**config.mk**
```make
export PLATFORM = sky130hd
export DESIGN_NAME = dds_step_pulse_generator
export DESIGN_NICKNAME = d
export VERILOG_FILES = /design/src/hdl/dsg_pkg.sv /design/src/hdl/dds_step_pulse_generator.sv /design/src/hdl/dsg_scale.sv /design/src/hdl/dsg_accum.sv
export SDC_FILE = /design/constraint.sdc
export NUM_CORES = 2
export LEC_CHECK = 0
export ABC_AREA = 1
export BUFFER_PORTS_ARGS = -buffer_cell sky130_fd_sc_hd__buf_2
export CAP_MARGIN = 25
export CORE_MARGIN = 2
export CORE_UTILIZATION = 60
export CTS_CLUSTER_DIAMETER = 80
export DETAILED_ROUTE_END_ITERATION = 7
export PLACE_DENSITY = 0.76
export SLEW_MARGIN = 20
export SYNTH_ARGS = -nofsm -noshare
export SYNTH_HDL_FRONTEND = slang
export SYNTH_SLANG_ARGS = --single-unit
```
**constraint.sdc**
```tcl
create_clock -name clk -period 8.9 [get_ports clk]
set_clock_uncertainty 0.05 [all_clocks]
set_input_delay 0.89 -clock clk [delete_from_list [all_inputs] [get_ports clk]]
set_output_delay 0.89 -clock clk [all_outputs]
set_load 0.005 [all_outputs]
```
**src/hdl/dsg_pkg.sv**
```systemverilog
// Types and constants shared by the DDS step generator modules.
package dsg_pkg;

  // Register indexes of the configuration port
  localparam logic [1:0] CFG_FREQ_SCALE  = 2'd0;
  localparam logic [1:0] CFG_STEP_BIT    = 2'd1;
  localparam logic [1:0] CFG_JOINT_INDEX = 2'd2;

  localparam int unsigned CFG_IDX_W  = 2;
  localparam int unsigned CFG_DATA_W = 32;

  // Reset values of the configuration registers
  localparam logic [31:0] FREQ_SCALE_RST  = 32'd6871948;
  localparam logic [4:0]  STEP_BIT_RST    = 5'd22;
  localparam logic [2:0]  JOINT_INDEX_RST = 3'd0;

  // Width of the scaled magnitude: 64-bit product shifted right by 16
  localparam int unsigned PROD_W = 48;

  typedef struct packed {
    logic signed [31:0] freq_cmd;
    logic [7:0]         joint_enables;
  } in_item_t;

  typedef struct packed {
    logic               enable_n;
    logic               step_out;
    logic               dir_out;
    logic signed [31:0] feedback;
    logic signed [31:0] position;
  } out_item_t;

  // Scaled command handed from the multiplier stage to the accumulator
  typedef struct packed {
    logic [PROD_W-1:0] mag;
    logic              neg;
    logic              enabled;
  } scale_item_t;

endpackage

```
**src/hdl/dds_step_pulse_generator.sv**
```systemverilog
// Top level of the DDS step pulse generator for one stepper joint.
// Each item is one servo tick. An item is taken every clock cycle while the
// result side keeps up; after acceptance it is registered first in the 32x32
// scaling multiplier register and then in the phase accumulator, whose pin
// levels, feedback and position form the result. The result register holds
// while stalled and one more item can wait in the multiplier stage behind it.
// Configuration is taken from the write port at any edge and is meant to
// change only while no item is in flight.
module dds_step_pulse_generator #(
  parameter int ACC_WIDTH   = 32,
  parameter int JOINT_COUNT = 8
) (
  input  logic                               clk,
  input  logic                               rst_n,
  input  logic                               in_valid,
  output logic                               in_stall,
  input  dsg_pkg::in_item_t                  in_item,
  output logic                               out_valid,
  input  logic                               out_stall,
  output dsg_pkg::out_item_t                 out_item,
  input  logic                               cfg_wr_en,
  input  logic [dsg_pkg::CFG_IDX_W-1:0]      cfg_index,
  input  logic [dsg_pkg::CFG_DATA_W-1:0]     cfg_wdata
);
  import dsg_pkg::*;

  logic [31:0] freq_scale_r;
  logic [4:0]  step_bit_r;
  logic [2:0]  joint_index_r;

  logic        s1_valid_r, s1_valid_nxt;
  logic        out_valid_r, out_valid_nxt;
  logic        in_accept;
  logic        s2_load;
  scale_item_t scale_item;

  always_ff @(posedge clk) begin
    if (!rst_n) begin
      freq_scale_r  <= FREQ_SCALE_RST;
      step_bit_r    <= STEP_BIT_RST;
      joint_index_r <= JOINT_INDEX_RST;
    end else if (cfg_wr_en) begin
      unique case (cfg_index)
        CFG_FREQ_SCALE:  freq_scale_r  <= cfg_wdata;
        CFG_STEP_BIT:    step_bit_r    <= cfg_wdata[4:0];
        CFG_JOINT_INDEX: joint_index_r <= cfg_wdata[2:0];
        default: ;
      endcase
    end
  end

  // Advance into the accumulator unless the result register is held
  assign s2_load   = s1_valid_r && !(out_valid_r && out_stall);
  assign in_stall  = s1_valid_r && out_valid_r && out_stall;
  assign in_accept = in_valid && !in_stall;

  assign s1_valid_nxt  = in_accept || (s1_valid_r && !s2_load);
  assign out_valid_nxt = s2_load || (out_valid_r && out_stall);

  always_ff @(posedge clk) begin
    if (!rst_n) begin
      s1_valid_r  <= 1'b0;
      out_valid_r <= 1'b0;
    end else begin
      s1_valid_r  <= s1_valid_nxt;
      out_valid_r <= out_valid_nxt;
    end
  end

  dsg_scale #(
    .JOINT_COUNT(JOINT_COUNT)
  ) u_scale (
    .clk        (clk),
    .load       (in_accept),
    .in_item    (in_item),
    .freq_scale (freq_scale_r),
    .joint_index(joint_index_r),
    .scale_item (scale_item)
  );

  dsg_accum #(
    .ACC_WIDTH(ACC_WIDTH)
  ) u_accum (
    .clk       (clk),
    .rst_n     (rst_n),
    .load      (s2_load),
    .scale_item(scale_item),
    .step_bit  (step_bit_r),
    .out_item  (out_item)
  );

  assign out_valid = out_valid_r;

  a_disabled_holds: assert property (@(posedge clk) disable iff (!rst_n)
    (s2_load && !scale_item.enabled) |=>
      (out_item.enable_n && $stable(out_item.step_out) && $stable(out_item.dir_out)
       && $stable(out_item.feedback)))
    else $error("disabled item changed step state");

  a_enabled_drives: assert property (@(posedge clk) disable iff (!rst_n)
    (s2_load && scale_item.enabled) |=> !out_item.enable_n)
    else $error("enabled item left driver disabled");

  a_result_held: assert property (@(posedge clk) disable iff (!rst_n)
    (out_valid_r && out_stall && !cfg_wr_en) |=> (out_valid_r && $stable(out_item)))
    else $error("stalled result changed");

  a_accept_fills: assert property (@(posedge clk) disable iff (!rst_n)
    in_accept |=> s1_valid_r)
    else $error("accepted item lost before scaling stage");

endmodule

```
**src/hdl/dsg_scale.sv**
```systemverilog
// Scaling stage: absolute command times Q16.16 scale, registered.
module dsg_scale #(
  parameter int JOINT_COUNT = 8
) (
  input  logic                 clk,
  input  logic                 load,
  input  dsg_pkg::in_item_t    in_item,
  input  logic [31:0]          freq_scale,
  input  logic [2:0]           joint_index,
  output dsg_pkg::scale_item_t scale_item
);
  import dsg_pkg::*;

  logic [31:0]  cmd_mag;
  logic         cmd_neg;
  logic [63:0]  prod;
  logic         enabled;
  scale_item_t  scale_r;
  scale_item_t  scale_nxt;

  assign cmd_neg = in_item.freq_cmd[31];
  assign cmd_mag = cmd_neg ? (~in_item.freq_cmd + 32'd1) : in_item.freq_cmd;
  assign prod    = {32'd0, cmd_mag} * {32'd0, freq_scale};

  // Joints past the configured count are never enabled
  assign enabled = (int'(joint_index) < JOINT_COUNT) && in_item.joint_enables[joint_index];

  always_comb begin
    scale_nxt.mag     = prod[63:16];
    scale_nxt.neg     = cmd_neg;
    scale_nxt.enabled = enabled;
  end

  always_ff @(posedge clk) begin
    if (load) begin
      scale_r <= scale_nxt;
    end
  end

  assign scale_item = scale_r;

endmodule

```
**src/hdl/dsg_accum.sv**
```systemverilog
// Accumulator stage: saturate, add, detect step toggle, hold pin levels.
module dsg_accum #(
  parameter int ACC_WIDTH = 32
) (
  input  logic                 clk,
  input  logic                 rst_n,
  input  logic                 load,
  input  dsg_pkg::scale_item_t scale_item,
  input  logic [4:0]           step_bit,
  output dsg_pkg::out_item_t   out_item
);
  import dsg_pkg::*;

  localparam int EXT_W = (ACC_WIDTH > 32) ? ACC_WIDTH : 32;
  // Half-step offset taken from the reset step bit
  localparam logic [ACC_WIDTH-1:0] PHASE_RST = ACC_WIDTH'(64'd1 << (STEP_BIT_RST - 5'd1));

  logic [ACC_WIDTH-1:0] phase_r, phase_nxt;
  logic [ACC_WIDTH-1:0] fb_r, fb_nxt;
  logic                 step_r, step_nxt;
  logic                 dir_r, dir_nxt;
  logic                 en_r, en_nxt;

  logic [31:0]          sat_mag;
  logic signed [31:0]   add32;
  logic [ACC_WIDTH-1:0] add_acc;
  logic [ACC_WIDTH-1:0] phase_sum;
  logic [ACC_WIDTH-1:0] flip;
  logic                 toggled;
  logic                 fwd;
  logic signed [EXT_W-1:0] pos_ext;
  logic signed [EXT_W-1:0] pos_shift;

  // Clamp magnitude; negative side reaches one further
  always_comb begin
    if (scale_item.neg) begin
      sat_mag = (scale_item.mag > PROD_W'(32'h8000_0000)) ? 32'h8000_0000 : scale_item.mag[31:0];
      add32   = signed'(~sat_mag + 32'd1);
      fwd     = 1'b0;
    end else begin
      sat_mag = (scale_item.mag > PROD_W'(32'h7fff_ffff)) ? 32'h7fff_ffff : scale_item.mag[31:0];
      add32   = signed'(sat_mag);
      fwd     = (sat_mag != 32'd0);
    end
  end

  assign add_acc   = ACC_WIDTH'(add32);
  assign phase_sum = phase_r + add_acc;
  assign flip      = (phase_r ^ phase_sum) >> step_bit;
  assign toggled   = flip[0];

  always_comb begin
    phase_nxt = phase_r;
    fb_nxt    = fb_r;
    step_nxt  = step_r;
    dir_nxt   = dir_r;
    en_nxt    = en_r;
    if (load) begin
      if (scale_item.enabled) begin
        en_nxt    = 1'b0;
        phase_nxt = phase_sum;
        step_nxt  = toggled;
        if (toggled) begin
          dir_nxt = fwd;
          fb_nxt  = phase_sum;
        end
      end else begin
        // Disabled joint: hold everything but the enable pin
        en_nxt = 1'b1;
      end
    end
  end

  always_ff @(posedge clk) begin
    if (!rst_n) begin
      phase_r <= PHASE_RST;
      fb_r    <= '0;
      step_r  <= 1'b0;
      dir_r   <= 1'b0;
      en_r    <= 1'b1;
    end else begin
      phase_r <= phase_nxt;
      fb_r    <= fb_nxt;
      step_r  <= step_nxt;
      dir_r   <= dir_nxt;
      en_r    <= en_nxt;
    end
  end

  assign pos_ext   = EXT_W'(signed'(phase_r));
  assign pos_shift = pos_ext >>> step_bit;

  always_comb begin
    out_item.enable_n = en_r;
    out_item.step_out = step_r;
    out_item.dir_out  = dir_r;
    out_item.feedback = 32'(signed'(fb_r));
    out_item.position = pos_shift[31:0];
  end

endmodule
```
==> summary.md <==
| Metric | Value |
|---|---|
| FF/Latch Area | 0.00368 mm² |
| I/O pin count | 148 |
| Slowest cell on crit path | fa_2 |
| Clock root buffer | clkbuf_16 |
| Yosys synthesis warning count | 0 |
| Most frequent cells in the layout | inv_1 (1257), nand2_1 (1156), fa_1 (860) |
| Fillers | approximately 6200 |
| Multi-input gate area | between 0.03 and 0.04 mm² |
| Hold_sp | u_accum.step_r$_SDFFE_PN0P_ |
| Area grow syn2layout | 16.8% |
| Number of DRC markers in iteration 0 | around 4700 |
| Asr flop ratio synth | 0 |
| Final setup vio count | 11 |
| Max-slew violations | 0 |
| Routed Antenna Nets | 0 |
| DR WL/cell | approximately 22 µm |
| Final hold vios | 0 |
| Clock Latency Late Sink | 510 ps |
| Reg-to-reg endpoint | u_scale.scale_item[32]$_DFFE_PP_ |
| Post-DP HPWL | 136000 µm |
| Hold Path Depth | 2 |
| Measured slew at the worst slew-check pin | 980 ps |
| Crit. End Element | flop |
| FF-to-FF path depth | 27 |
| Yosys cell types | 61 |
| Final hold slack | 420 ps |
| Port bufs | between 100 and 150 |
| WL final | 163000 µm |
| Die area | 0.0771 mm² |
| Core Util, Final | 0.706 |
| Clk buf depth | 2 |
| CP Launch Type | input pin |
| WP data arrival | about 9300 ps |
| Most common cell after layout, fill and taps aside | inv_1 |
| Max-Slew Margin vs Limit | 0.346 |
| R2R setup slack | 840 ps |
| Top cell type's share of synthesized area | 0.399 |
| Critical path peak fanout | 5 |
| Most used DFF post-synth | dfxtp_1 |
| Vias in the first global route | between 40000 and 50000 |
| Via-per-instance ratio | 5.74 |
| Sequential area share after synthesis | 0.0820 |
| Core area | around 0.074 mm² |
| H-Tree Depth | 4 |
| Final Critical Period | 9090 ps |
| Hold WC Path Type | reg -> reg |
| Cell family with most CP delay | adder cells |
| RSZ-0062 raised after global routing | true |
| Gr usage total | 0.424 |
| Worst r2r src | freq_scale_r[14]$_SDFFE_PN1P_ |
| Drt pass-1 iters | 8 |
| Leading area contributor after synthesis | fa_1 |
| Critical Path RT | 9090 ps |
| Number of max-cap violations | 0 |
| Post-Syn Area | 0.0449 mm² |
| Final GP Congestion | 1.07 |
| First-pass GRT wire length | 245000 µm |
| Drt drc | 0 |
| Final Cycle Share | 1.02 |
| CTS tree | yes |
| Setup Crit Path Kind | in -> reg |
| F_max | 0.110 GHz |
| Initial antenna violation count | 10 |
| Critical Path Max Stage Delay | 600 ps |
| DR vias | 42500 |
| Initial Util | 0.605 |
| Synthesized flop and latch total | 159 |
| Worst Hold End | u_accum.step_r$_SDFFE_PN0P_ |
| EDFF count, synth | 50 |
| CTS sink count | 159 |
| Post-Syn Nets | 7246 |
| Die span in y | 278 µm |
| Gr ovfl total | 0 |
| CTS Buf Count | 17 |
| Most frequent cell on the critical path | nand2_2 |
| DP Worst Slack | -1040 ps |
| Die W | 278 µm |
| Worst-path clk slew | 80 ps |
| Failing checks | setup timing |
| Layout cell share with drive strength beyond 1 | 0.166 |
| Largest net degree at the start of global routing | 78 |
| Avg Cell Area, Syn | 7.52 µm² |
| Final worst slack | -190 ps |
| Final Net Count | roughly 7700 |
| Synth area leaders | fa_1 (40%), inv_1 (11%), nand2_1 (10%), ha_1 (8.2%), nor2_1 (7.1%) |
| Crit path buf inv count | 14 |
| Status | finished, violations left |
| Std cell rows | 100 |
| Cells after Synth | approximately 6000 |
-- worst max-delay path by stage --
stage	start	to	slack (ps)	cells after the start
after global routing	in_item[8]	u_scale.scale_item[49]$_DFFE_PP_	-480	46
final	in_item[8]	u_scale.scale_item[48]$_DFFE_PP_	-190	44
after detailed placement	in_item[9]	u_scale.scale_item[48]$_DFFE_PP_	-1040	45
after CTS	in_item[9]	u_scale.scale_item[44]$_DFFE_PP_	-30	48
after global placement	in_item[9]	u_scale.scale_item[44]$_DFFE_PP_	-890	43
after floorplan	in_item[8]	u_scale.scale_item[44]$_DFFE_PP_	-220	47
-- registers in the layout, summed over array words and instances (netlist names) --
name                cells
out_valid               1
u_accum.step_r          1
u_accum.phase_r        32
u_accum.en_r            1
s1_valid_r              1
step_bit_r              5
freq_scale_r           32
u_scale.scale_item     50
joint_index_r           3
u_accum.fb_r           32
u_accum.dir_r           1
-- area by class of cell --
type,instances,area share
repair buffers,679,0.102
clock buffers,17,0.00810
inverters,1322,0.0954
clock inverters,15,0.00389
well taps,969,0.0231
multi-input cells,4236,0.697
flip-flops and latches,159,0.0702
diodes,6,0.000286
-- cell usage after synthesis (6+ instances only) --
cell type  count
a21oi_1      221
mux2i_1       17
clkinv_1      15
xnor2_1       23
buf_1         10
nand3_1      175
nor4_1        12
dfxtp_1      109
nor2_4        10
nand3b_1      19
buf_2         31
a31oi_1       21
nor3_1        27
fa_1         896
nand2_1     1207
or2_2         16
o21a_1        17
nand2_2        6
clkbuf_1     211
o211ai_1      30
nor2_1       845
inv_1       1301
nand4_1       31
buf_4          6
xor2_1        57
a21o_1         6
ha_1         293
a22oi_1        7
edfxtp_1      50
o21ai_0      246
-- worst reg2reg max path, stage by stage, from the launching register on --
cell	delay, ps
dfxtp_1	390
clkinv_1	540
buf_4	440
nor2_1	190
fa_1	460
fa_1	530
inv_1	60
fa_1	540
fa_1	540
inv_1	60
fa_1	560
fa_1	430
fa_1	490
fa_1	540
ha_1	350
buf_4	170
a21oi_4	130
buf_4	120
o21a_1	180
o21ai_2	90
nand2_2	70
nand4_1	140
buf_6	180
nand3_2	60
nand2_2	80
buf_6	130
buf_4	130
xor2_2	140
-- cells by family (layout without fill, tap and decap cells) --
kind of cell,after synthesis,after routing,share of synthesized area
AOI/OAI and AO/OA,581,581,0.0704
other,0,6,0
DFF,159,159,0.0820
xor gates and xnor gates,80,80,0.0156
muxes,17,17,0.00379
buffers and inverters,1583,2033,0.134
and+or+nand+nor,2369,2369,0.213
adders and majority gates,1189,1189,0.481
-- through the flow --
stage | instance area, µm² | setup TNS [ps] | cells
final | 52500 | -1530 | 7403
after detailed placement | 49900 | -27790 | 7313
after floorplan | 45100 | -685 | 5978
after global routing | 52500 | -6200 | 7398
after global placement | 49900 | -22710 | 7313
after CTS | 50900 | -50.8 | 7359
-- metal layers --
metal  global-route usage  routed length (µm)
met1                0.562               60600
met2                0.659               72300
met3                0.105               20900
met4                0.199                9540
met5                    0                  33
-- repair_timing --
item	in CTS	in global routing
resized for setup	67	338
pin swaps	44	176
cloned	1	3
endpoints found under the setup margin	34	38
buffers inserted	13	41
hold buffers	0	0
Power is not shown: default switching activity piles up to over one toggle a cycle in this logic, so the estimate is an artifact.
